[src/mrrc_pkg.sv]
`timescale 1ns / 1ps
`default_nettype none
// ----------------------------------------------------------------------------
// mrrc_pkg
// Shared constants, types and the CRC-16 step for the Modbus RTU response
// checker.
// ----------------------------------------------------------------------------
package mrrc_pkg;

    // frame store geometry
    localparam int FRAME_BYTES = 256;
    localparam int MAX_WORDS   = 125;
    localparam int STORE_AW    = $clog2(FRAME_BYTES);
    localparam int POS_W       = STORE_AW + 1;
    localparam int WIDX_W      = 7;

    // request kinds on the input tuser
    localparam logic [1:0] REQ_BYTE  = 2'd0;
    localparam logic [1:0] REQ_BEGIN = 2'd1;
    localparam logic [1:0] REQ_TICK  = 2'd2;
    localparam logic [1:0] REQ_READ  = 2'd3;

    // result status codes on the output tuser
    localparam logic [2:0] ST_READ_DONE  = 3'd0;
    localparam logic [2:0] ST_WRITE_DONE = 3'd1;
    localparam logic [2:0] ST_CRC_ERR    = 3'd2;
    localparam logic [2:0] ST_EXCEPTION  = 3'd3;
    localparam logic [2:0] ST_ECHO_ERR   = 3'd4;
    localparam logic [2:0] ST_TIMEOUT    = 3'd5;
    localparam logic [2:0] ST_DATA_WORD  = 3'd6;

    // function codes
    localparam logic [7:0] FN_READ_FIRST   = 8'd1;
    localparam logic [7:0] FN_READ_LAST    = 8'd4;
    localparam logic [7:0] FN_WRITE_COIL   = 8'd5;
    localparam logic [7:0] FN_WRITE_REG    = 8'd6;
    localparam logic [7:0] FN_WRITE_COILS  = 8'd15;
    localparam logic [7:0] FN_WRITE_REGS   = 8'd16;
    localparam logic [7:0] EXC_BIT         = 8'h80;

    // frame lengths
    localparam logic [POS_W-1:0] EXC_LEN   = POS_W'(5);
    localparam logic [POS_W-1:0] WRITE_LEN = POS_W'(8);

    localparam logic [15:0] CRC_INIT      = 16'hFFFF;
    localparam logic [15:0] CRC_POLY      = 16'hA001;
    localparam logic [15:0] TIMEOUT_RESET = 16'd1000;

    // write into the frame store
    typedef struct packed {
        logic                en;
        logic [STORE_AW-1:0] addr;
        logic [7:0]          data;
    } store_wr_t;

    // one byte through the reflected Modbus CRC-16
    function automatic logic [15:0] crc_byte(input logic [15:0] crc_in,
                                             input logic [7:0]  b);
        logic [15:0] c;
        c = crc_in ^ {8'd0, b};
        for (int k = 0; k < 8; k++) begin
            if (c[0]) begin
                c = (c >> 1) ^ CRC_POLY;
            end else begin
                c = c >> 1;
            end
        end
        return c;
    endfunction

endpackage
`default_nettype wire

[src/modbus_rtu_response_checker_core.sv]
`timescale 1ns / 1ps
`default_nettype none
// ----------------------------------------------------------------------------
// modbus_rtu_response_checker_core
// Receive side of a Modbus RTU client: checks the response to one armed
// request (CRC, exception, write echo), counts a timeout and serves data words.
// ----------------------------------------------------------------------------
//  channel   direction  handshake                 payload
//  s_        in         s_tvalid / s_tready       s_tuser kind, s_tdata request
//  m_        out        m_tvalid / m_tready       m_tuser status, m_tdata reply
//  cfg_      in         cfg_valid / cfg_ready     cfg_data timeout in ms
//
//  One request per cycle while the result is not stalled; a request is held
//  in the input register at acceptance, and its result is loaded from there
//  into the result register. Data words are read from the frame store memory
//  at acceptance into its read registers and used when the request is processed.
//  A stalled result holds the input register; the block keeps taking a
//  request whenever the input register moves on in the same cycle.
//  Synchronous active-low reset; the frame store has no clearing pass.
// ----------------------------------------------------------------------------
module modbus_rtu_response_checker_core (
    input  wire logic        aclk,
    input  wire logic        aresetn,
    // request: [1:0] req_type
    input  wire logic [1:0]  s_tuser,
    // request: [7:0] rx_byte, [15:8] server_address, [23:16] function_code,
    // [39:24] start_address, [55:40] quantity, [62:56] word_index, [63] zero
    input  wire logic [63:0] s_tdata,
    input  wire logic        s_tvalid,
    output logic             s_tready,
    // result: [2:0] status
    output logic [2:0]       m_tuser,
    // result: [7:0] reply_address, [15:8] reply_function, [23:16] detail,
    // [39:24] data_word
    output logic [39:0]      m_tdata,
    output logic             m_tvalid,
    input  wire logic        m_tready,
    // timeout register write
    input  wire logic [15:0] cfg_data,
    input  wire logic        cfg_valid,
    output logic             cfg_ready
);
    import mrrc_pkg::*;

    logic s_fire;
    logic proc_fire;

    // input register
    logic              in_valid_reg, in_valid_next;
    logic [1:0]        in_type_reg;
    logic [7:0]        in_byte_reg;
    logic [7:0]        in_addr_reg;
    logic [7:0]        in_func_reg;
    logic [15:0]       in_start_reg;
    logic [15:0]       in_qty_reg;

    // request state
    logic              busy_reg, busy_next;
    logic [7:0]        want_address_reg, want_address_next;
    logic [7:0]        want_function_reg, want_function_next;
    logic [15:0]       want_start_reg, want_start_next;
    logic [15:0]       want_count_reg, want_count_next;
    logic [POS_W-1:0]  byte_pos_reg, byte_pos_next;
    logic [15:0]       crc_reg, crc_next;
    logic [15:0]       elapsed_reg, elapsed_next;
    logic [15:0]       timeout_reg;
    logic [7:0]        head_reg [6];
    logic [7:0]        head_next [6];

    // result register
    logic              m_valid_reg, m_valid_next;
    logic [2:0]        m_status_reg;
    logic [7:0]        m_addr_reg;
    logic [7:0]        m_func_reg;
    logic [7:0]        m_detail_reg;
    logic [15:0]       m_word_reg;

    // processing
    store_wr_t         wr;
    logic [15:0]       rd_word;
    logic              emit;
    logic              go_idle;
    logic [2:0]        res_status;
    logic [7:0]        res_func;
    logic [7:0]        res_detail;
    logic [15:0]       res_word;
    logic [POS_W-1:0]  pos_inc;
    logic [15:0]       crc_new;
    logic [16:0]       el_inc;
    logic [7:0]        f [6];

    // handshakes
    assign proc_fire = in_valid_reg && (!m_valid_reg || m_tready);
    assign s_tready  = !in_valid_reg || proc_fire;
    assign s_fire    = s_tvalid && s_tready;
    assign cfg_ready = 1'b1;

    assign m_tvalid = m_valid_reg;
    assign m_tuser  = m_status_reg;
    assign m_tdata  = {m_word_reg, m_detail_reg, m_func_reg, m_addr_reg};

    // frame store
    mrrc_frame_store u_store (
        .aclk     (aclk),
        .wr       (wr),
        .rd_en    (s_fire),
        .rd_index (s_tdata[62:56]),
        .rd_word  (rd_word)
    );

    // input register
    assign in_valid_next = s_fire ? 1'b1 : (proc_fire ? 1'b0 : in_valid_reg);

    always_ff @(posedge aclk) begin
        if (!aresetn) begin
            in_valid_reg <= 1'b0;
        end else begin
            in_valid_reg <= in_valid_next;
        end
    end

    always_ff @(posedge aclk) begin
        if (s_fire) begin
            in_type_reg  <= s_tuser;
            in_byte_reg  <= s_tdata[7:0];
            in_addr_reg  <= s_tdata[15:8];
            in_func_reg  <= s_tdata[23:16];
            in_start_reg <= s_tdata[39:24];
            in_qty_reg   <= s_tdata[55:40];
        end
    end

    // request processing
    always_comb begin
        busy_next          = busy_reg;
        want_address_next  = want_address_reg;
        want_function_next = want_function_reg;
        want_start_next    = want_start_reg;
        want_count_next    = want_count_reg;
        byte_pos_next      = byte_pos_reg;
        crc_next           = crc_reg;
        elapsed_next       = elapsed_reg;
        for (int k = 0; k < 6; k++) begin
            head_next[k] = head_reg[k];
        end
        wr         = '0;
        emit       = 1'b0;
        go_idle    = 1'b0;
        res_status = ST_DATA_WORD;
        res_func   = want_function_reg;
        res_detail = 8'd0;
        res_word   = 16'd0;
        pos_inc    = byte_pos_reg + POS_W'(1);
        crc_new    = crc_byte(crc_reg, in_byte_reg);
        el_inc     = {1'b0, elapsed_reg} + 17'd1;

        // header bytes as they stand after this byte is stored
        for (int k = 0; k < 6; k++) begin
            f[k] = (byte_pos_reg == POS_W'(k)) ? in_byte_reg : head_reg[k];
        end

        if (proc_fire) begin
            unique case (in_type_reg)
                REQ_BYTE: begin
                    if (busy_reg && (byte_pos_reg < POS_W'(FRAME_BYTES))) begin
                        wr.en         = 1'b1;
                        wr.addr       = byte_pos_reg[STORE_AW-1:0];
                        wr.data       = in_byte_reg;
                        byte_pos_next = pos_inc;
                        crc_next      = crc_new;
                        for (int k = 0; k < 6; k++) begin
                            head_next[k] = f[k];
                        end
                        if ((pos_inc >= EXC_LEN) && (f[0] == want_address_reg)) begin
                            if ((f[1] & EXC_BIT) != 8'd0) begin
                                // exception response is five bytes long
                                if (pos_inc == EXC_LEN) begin
                                    go_idle = 1'b1;
                                    emit    = 1'b1;
                                    if (crc_new != 16'd0) begin
                                        res_status = ST_CRC_ERR;
                                    end else begin
                                        res_status = ST_EXCEPTION;
                                        res_func   = f[1] & ~EXC_BIT;
                                        res_detail = f[2];
                                    end
                                end
                            end else if (pos_inc > EXC_LEN) begin
                                case (f[1]) inside
                                    [FN_READ_FIRST:FN_READ_LAST]: begin
                                        // byte count plus address, function, count, crc
                                        if (pos_inc == ({1'b0, f[2]} + EXC_LEN)) begin
                                            go_idle = 1'b1;
                                            emit    = 1'b1;
                                            if (crc_new != 16'd0) begin
                                                res_status = ST_CRC_ERR;
                                            end else begin
                                                res_status = ST_READ_DONE;
                                                res_func   = f[1];
                                                res_detail = f[2];
                                            end
                                        end
                                    end
                                    FN_WRITE_COIL, FN_WRITE_REG,
                                    FN_WRITE_COILS, FN_WRITE_REGS: begin
                                        if (pos_inc == WRITE_LEN) begin
                                            go_idle = 1'b1;
                                            emit    = 1'b1;
                                            if (crc_new != 16'd0) begin
                                                res_status = ST_CRC_ERR;
                                            end else begin
                                                res_func = f[1];
                                                if (({f[2], f[3]} == want_start_reg) &&
                                                    ({f[4], f[5]} == want_count_reg)) begin
                                                    res_status = ST_WRITE_DONE;
                                                end else begin
                                                    res_status = ST_ECHO_ERR;
                                                end
                                            end
                                        end
                                    end
                                    default: begin
                                        // unknown function drops the request
                                        go_idle = 1'b1;
                                    end
                                endcase
                            end
                        end
                    end
                end
                REQ_BEGIN: begin
                    if (!busy_reg && (in_addr_reg != 8'd0)) begin
                        want_address_next  = in_addr_reg;
                        want_function_next = in_func_reg;
                        want_start_next    = in_start_reg;
                        want_count_next    = in_qty_reg;
                        byte_pos_next      = '0;
                        crc_next           = CRC_INIT;
                        elapsed_next       = 16'd0;
                        busy_next          = 1'b1;
                    end
                end
                REQ_TICK: begin
                    if (busy_reg) begin
                        if (el_inc > {1'b0, timeout_reg}) begin
                            go_idle    = 1'b1;
                            emit       = 1'b1;
                            res_status = ST_TIMEOUT;
                        end else begin
                            elapsed_next = el_inc[15:0];
                        end
                    end
                end
                REQ_READ: begin
                    emit       = 1'b1;
                    res_status = ST_DATA_WORD;
                    res_word   = rd_word;
                end
                default: begin
                    emit = 1'b0;
                end
            endcase
        end

        // return to idle
        if (go_idle) begin
            busy_next     = 1'b0;
            byte_pos_next = '0;
            crc_next      = CRC_INIT;
            elapsed_next  = 16'd0;
        end
    end

    // request state and timeout register
    always_ff @(posedge aclk) begin
        if (!aresetn) begin
            busy_reg          <= 1'b0;
            want_address_reg  <= 8'd0;
            want_function_reg <= 8'd0;
            want_start_reg    <= 16'd0;
            want_count_reg    <= 16'd0;
            byte_pos_reg      <= '0;
            crc_reg           <= CRC_INIT;
            elapsed_reg       <= 16'd0;
            timeout_reg       <= TIMEOUT_RESET;
        end else begin
            busy_reg          <= busy_next;
            want_address_reg  <= want_address_next;
            want_function_reg <= want_function_next;
            want_start_reg    <= want_start_next;
            want_count_reg    <= want_count_next;
            byte_pos_reg      <= byte_pos_next;
            crc_reg           <= crc_next;
            elapsed_reg       <= elapsed_next;
            if (cfg_valid) begin
                timeout_reg <= cfg_data;
            end
        end
    end

    // copy of the first six frame bytes
    always_ff @(posedge aclk) begin
        for (int k = 0; k < 6; k++) begin
            head_reg[k] <= head_next[k];
        end
    end

    // result register
    always_comb begin
        m_valid_next = m_valid_reg;
        if (proc_fire && emit) begin
            m_valid_next = 1'b1;
        end else if (m_tready) begin
            m_valid_next = 1'b0;
        end
    end

    always_ff @(posedge aclk) begin
        if (!aresetn) begin
            m_valid_reg <= 1'b0;
        end else begin
            m_valid_reg <= m_valid_next;
        end
    end

    always_ff @(posedge aclk) begin
        if (proc_fire && emit) begin
            m_status_reg <= res_status;
            m_addr_reg   <= want_address_reg;
            m_func_reg   <= res_func;
            m_detail_reg <= res_detail;
            m_word_reg   <= res_word;
        end
    end

endmodule
`default_nettype wire

[src/mrrc_frame_store.sv]
`timescale 1ns / 1ps
`default_nettype none
// ----------------------------------------------------------------------------
// mrrc_frame_store
// Response byte memory: one write port, two registered read ports that fetch
// the big-endian data word at a given word index, with write bypass.
// ----------------------------------------------------------------------------
module mrrc_frame_store (
    input  wire logic                       aclk,
    input  wire mrrc_pkg::store_wr_t        wr,
    input  wire logic                       rd_en,
    input  wire logic [mrrc_pkg::WIDX_W-1:0] rd_index,
    output logic [15:0]                     rd_word
);
    import mrrc_pkg::*;

    logic [7:0]          mem [FRAME_BYTES];
    logic [STORE_AW-1:0] addr_hi;
    logic [STORE_AW-1:0] addr_lo;
    logic                in_range;

    logic [7:0] hi_reg;
    logic [7:0] lo_reg;
    logic       hi_fwd_reg;
    logic       lo_fwd_reg;
    logic [7:0] fwd_data_reg;
    logic       range_reg;

    // data word i lives at bytes 3+2i (high) and 4+2i (low)
    assign addr_hi  = STORE_AW'({1'b0, rd_index, 1'b0} + 9'd3);
    assign addr_lo  = STORE_AW'({1'b0, rd_index, 1'b0} + 9'd4);
    assign in_range = ({25'd0, rd_index} < MAX_WORDS);

    // write port
    always_ff @(posedge aclk) begin
        if (wr.en) begin
            mem[wr.addr] <= wr.data;
        end
    end

    // read ports, a write in the same cycle is forwarded
    always_ff @(posedge aclk) begin
        if (rd_en) begin
            hi_reg       <= mem[addr_hi];
            lo_reg       <= mem[addr_lo];
            hi_fwd_reg   <= wr.en && (wr.addr == addr_hi);
            lo_fwd_reg   <= wr.en && (wr.addr == addr_lo);
            fwd_data_reg <= wr.data;
            range_reg    <= in_range;
        end
    end

    always_comb begin
        rd_word = 16'd0;
        if (range_reg) begin
            rd_word[15:8] = hi_fwd_reg ? fwd_data_reg : hi_reg;
            rd_word[7:0]  = lo_fwd_reg ? fwd_data_reg : lo_reg;
        end
    end

endmodule
`default_nettype wire

[config.mk]
export PLATFORM = sky130hd
export DESIGN_NAME = modbus_rtu_response_checker_core
export DESIGN_NICKNAME = d
export VERILOG_FILES = /design/src/mrrc_pkg.sv /design/src/modbus_rtu_response_checker_core.sv /design/src/mrrc_frame_store.sv
export SDC_FILE = /design/constraint.sdc
export NUM_CORES = 2
export LEC_CHECK = 0
export BUFFER_PORTS_ARGS = -buffer_cell sky130_fd_sc_hd__buf_2
export CAP_MARGIN = 20
export CORE_MARGIN = 4
export CORE_UTILIZATION = 30
export DETAILED_ROUTE_END_ITERATION = 8
export SLEW_MARGIN = 40
export SYNTH_ARGS = -nofsm -noshare
export SYNTH_HDL_FRONTEND = slang
export SYNTH_SLANG_ARGS = --single-unit
[constraint.sdc]
create_clock -name aclk -period 25.6 [get_ports aclk]
set_clock_uncertainty 0.1 [all_clocks]
set_input_delay 1.28 -clock aclk [delete_from_list [all_inputs] [get_ports aclk]]
set_output_delay 1.28 -clock aclk [all_outputs]
set_load 0.01 [all_outputs]
* After elaboration in Yosys (flattened, before gate mapping)
Memories as Yosys holds them, arrays and structs flattened. A register that Yosys moved wholly into a read port is not among the register bits.
Index checks and enable logic that the tools add are counted.
** Cells by class
- $add $sub $neg :: 5
- Magnitude comparators :: 7
- Bitwise operators :: 10
- Eq/ne operators :: 24
- Mux-type cells :: 93
- Reductions and logical operators :: 30
** Operators with widths (count)
- $mux 16 :: 13
- $mux 8 :: 26
- $mux 48 :: 3
- $pmux 16 s2 :: 2
- $mux 17 :: 3
- $mux 3 :: 11
- $eq 16x16->1 :: 2
- $eq 9x3->1 const B :: 3
- $mux 1 :: 26
- $eq 8x8->1 :: 3
- $not 2->3 :: 8
- $eq 9x2->1 const B :: 2
- $mux 9 :: 2
- $pmux 9 s2 :: 1
- $add 16x1->17 const B :: 1
- $gt 17x16->1 :: 1
- $eq 8x3->1 const B :: 2
- $reduce_bool 16->1 :: 1
- $xor 16x8->16 :: 1
- $logic_and 1x1->1 :: 10
- $add 8x3->9 const B :: 1
- $add 9x1->9 const B :: 1
- $eq 9x1->1 const B :: 1
- $eq 9x4->1 const B :: 1
- 30 further kinds :: 44
** Storage, ports and cells
- Memory bits (writable) :: 2096
- Memories :: 2
- Register bits :: 220
- Logic and storage cells :: 197
- Output and inout port bits :: 46
** Memories
- u_store.mem :: words 256, bits a word 8, rd ports 2, clocked after Yosys merged registers in 2, write ports 1, RTL line mrrc_frame_store.sv:17 : logic [7:0] mem [FRAME_BYTES];
- head_reg :: words 6, bits a word 8, rd ports 6, clocked after Yosys merged registers in 0, write ports 6, RTL line modbus_rtu_response_checker_core.sv:67 : logic [7:0] head_reg [6];

* Longest topological paths before layout
- Word-level depth :: 28
- Gate-level depth with buffers :: 17
- Gate-level depth less buffers :: 15

* Modules after synthesis
Synthesis repeated with hierarchy kept, for this count alone.
** Second synthesis, totals
- Cells, all modules :: 5385
- Area total of the unflattened synthesis :: 94264.2 um^2
** By module, submodules not included
- mrrc_frame_store :: times used 1, area each 81978.6 um^2, sequential area each 62309.8 um^2, cells an instance 4252
- modbus_rtu_response_checker_core :: times used 1, area each 12285.5 um^2, sequential area each 6636.4 um^2, cells an instance 1133

* Worst setup path after synthesis
No wires, ideal clock.
- Kind :: input port to flip-flop
- From :: in m_tready
- To :: reg u_store.fwd_data_reg[1] (data pin)
- Cell stages on the path :: 7
- Arrival :: 8223 ps
- Path slack :: 15879 ps
- Path through :: nand2b_1 > and2_1 > clkbuf_1 > nand2_1 > clkbuf_1 > buf_1 > nor2_1
** RTL lines
- from (decl) :: RTL line modbus_rtu_response_checker_core.sv:37 : input wire logic m_tready,
- to (signal assigned) :: RTL line mrrc_frame_store.sv:48 : fwd_data_reg <= wr.data;
- to (decl) :: RTL line mrrc_frame_store.sv:26 : logic [7:0] fwd_data_reg;

* Worst setup path after layout
- From :: in s_tdata[56]
- To :: reg u_store.lo_reg[7] (read register of u_store.mem) (data pin)
** Between the ends
- Cells in the longest elaborated chain, start to end :: 1
** RTL lines
- from (decl) :: RTL line modbus_rtu_response_checker_core.sv:28 : input wire logic [63:0] s_tdata,
- $add 8x3->8 :: RTL line mrrc_frame_store.sv:31 : assign addr_lo = STORE_AW'({1'b0, rd_index, 1'b0} + 9'd4);
- to (decl) :: RTL line mrrc_frame_store.sv:23 : logic [7:0] lo_reg;
Every way passes these cells.
A chain may end at the register's enable or synchronous reset.

==> flow_metrics.py <==
metrics = {
    "place": {
        "gp_congestion": 0.798,
        "numPortBuffers": 130,
        "dp_hpwl_um": 131000,
        "place_ws_ns": 19.15,
    },
    "clock_network": {
        "clk_pin_slew_ns": 0.06,
        "cts.sinks": 2332,
        "tritoncts": "yes",
        "h-tree-depth": 4,
        "clock_latency_ns": 0.88,
        "cts_buffer_depth": 3,
        "holdBufCountCts": 0,
        "cts_resized": 0,
        "cts_root_buf": "clkbuf_16",
        "postCtsSetupBuffers": 0,
        "cts_buffers": 229,
    },
    "timing": {
        "holdWs_ns": 0.358,
        "worstMarginPinSlew_ns": 0.946,
        "maxSlewHeadroom_pct": 36.9,
        "setup_tns_ns": 0,
        "hold_viol_final": 0,
        "rsz0062_at_grt": "no",
        "period_share_pct": 21.5,
        "setup_ws_ns": 20.10,
        "min_period_ns": 5.50,
        "drv_slew": 0,
        "fmax_mhz": 182,
        "setup_viol": 0,
    },
    "die": {
        "io_pins": 133,
        "core_area_sq_um": 306000,
        "num_rows": 203,
        "dieWidth_um": 563,
        "start_util_pct": 30.2,
        "dieArea_sq_um": 317000,
        "fp.dieH_um": 563,
    },
    "global_routing": {
        "gr-total-overflow": 0,
        "antenna_found_initial": 7,
        "grt_pass1_wl_um": 322000,
        "grt_pass1_vias": 45600,
        "track_usage_pct": 13.6,
        "grt_max_degree": 137,
    },
    "worst_setup_path": {
        "ff2ff_setup_slack_ns": 20.34,
        "cp-start-kind": "primary input",
        "arrival_ns": 6.02,
        "path_max_fanout": 54,
        "end_kind": "flip-flop",
        "crit_type": "in2reg",
        "cp.required_ns": 26.12,
    },
    "yosys": {
        "syn_area_per_cell_sq_um": 20.1,
        "yosys.area_share.simple_pct": 3.94,
        "muxShareOfSynthArea_pct": 17.0,
        "synth_cell_types": 81,
        "synthArstFlopShare_pct": 0,
        "yosysWarnings": 0,
        "yosys_most_used_dff": "edfxtp_1",
        "synth-seq-cells": 2332,
        "synth_edf_count": 2224,
        "synth_xor_area_share_pct": 1.02,
        "synth_compound_area_share_pct": 1.74,
        "synth_most_common_cell": "edfxtp_1",
        "yosys.area.top_type_share_pct": 72.2,
        "synth_common_cells": "edfxtp_1 (2,224), mux4_2 (661), nor2_1 (351), nand2_1 (242), clkbuf_1 (171)",
        "syn_area_sq_um": 92500,
        "synth.area.top_cells": "edfxtp_1 (72%), mux4_2 (16%), dfxtp_1 (2.3%)",
        "synth-adder-area-share_pct": 0.352,
        "synth_nets": 4702,
        "postSynthCellCount": 4589,
        "synth.yosys.seq_area_share_pct": 74.6,
        "yosys.area.top_type": "edfxtp_1",
        "synth_top_family_by_area": "multiplexers",
    },
    "finish": {
        "final_nets": 4883,
        "post_route_cells_drive_above_1_share_pct": 28.7,
        "seq_area_sq_um": 68900,
        "fin_util_pct": 34.7,
        "largest_reg_flops": 2048,
        "syn2layout_area_growth_pct": 15.1,
        "n_fill_cell": 28400,
        "multi_input_area_sq_um": 22800,
    },
    "routing": {
        "first_iter_violations": 4716,
        "wire_per_inst_um": 24.3,
        "drt_pass1_iterations": 6,
        "viasPerCell": 5.00,
        "vias": 45300,
        "drtAntennaViolNets": 0,
        "route.detailed.drc": 0,
        "drt-total-wl_um": 220000,
    },
    "power_and_ir_drop": {
        "leakagePower_nw": 28.1,
        "vdd_drop_max_uv": 75.9,
        "p_per_area_nw_per_um2": 73.4,
        "total_power_w": 0.00781,
    },
    "job": {
        "drv_cap": 0,
    },
    "run_status": {
        "outcome": "completed",
    },
    "hold_path": {
        "holdCritPathClass": "reg2reg",
    },
}
## logic make-up after synthesis
group,count (synthesis)
buffers and inverters,323
adders and majority gates,26
other,1
xor gates and xnor gates,108
DFF,2332
muxes,734
AOI/OAI and AO/OA,253
and+or+nand+nor,812
## metrics by stage
stage | instances | area, sq um
after CTS | 9063 | 106000
after global routing | 9068 | 106000
after floorplan | 4589 | 92500
after detailed placement | 8635 | 98500
final | 9068 | 106000
after global placement | 8627 | 98100
## report_power, final
group	internal [W]	leakage (nW)	switching, W
Combinational	0.000102	6.98	0.000145
Sequential	0.00413	17.4	0.0000101
Clock	0.00198	3.71	0.00144
Total	0.00621	28.1	0.00160
## worst paths after layout
check | start | endpoint | cells after the start
min | want_function_reg[7] | want_function_reg[7] | 2
max reg2reg | byte_pos_reg[4] | m_word_reg[11] | 13
max | s_tdata[56] | u_store.lo_reg[7] | 9
min reg2reg | want_function_reg[7] | want_function_reg[7] | 2
## worst max-delay path, stage by stage
cell	delay, ns
buf_8	0.44
buf_12	0.40
buf_16	0.40
buf_4	0.67
buf_6	0.63
mux4_2	0.65
mux4_2	0.54
mux4_2	0.56
mux2_2	0.28
## cells in the final DEF, fill, tap and decap left out, drive strengths merged, types with 16 or more instances in the layout
cell type | synthesis | layout
a21oi | 82 | 82
clkbuf | 171 | 281
xnor2 | 55 | 55
and3 | 19 | 19
edfxtp | 2224 | 2224
nor2 | 351 | 351
ha | 26 | 26
nand2 | 242 | 242
nor3 | 32 | 32
o21ai | 61 | 61
buf | 93 | 214
mux2i | 37 | 37
nand3b | 16 | 16
a211oi | 22 | 22
mux2 | 36 | 36
o22ai | 26 | 26
mux4 | 661 | 661
clkinv | 1 | 94
nand4 | 21 | 21
bufinv | 0 | 29
inv | 58 | 68
xor2 | 53 | 53
nand3 | 55 | 55
dfxtp | 108 | 108
## metal layers
metal  up-vias  share of wire, %  track usage (%)
met1     24200                42             18.8
met5         -            0.0059                0
met2      1632                49             22.3
met3       308               6.3             2.29
li1      19100                 -                -
met4         2               2.2             3.65
## area by class of cell
class | count | area share, %
inverter | 59 | 0.208
clock buffer | 281 | 5.69
tap | 4100 | 4.82
sequential | 2332 | 64.8
multi-input combinational | 1934 | 21.4
clock inverter | 147 | 1.50
antenna | 1 | 0.00235
timing repair buffer | 214 | 1.55
No activity file was read; power rests on OpenSTA's default activity.
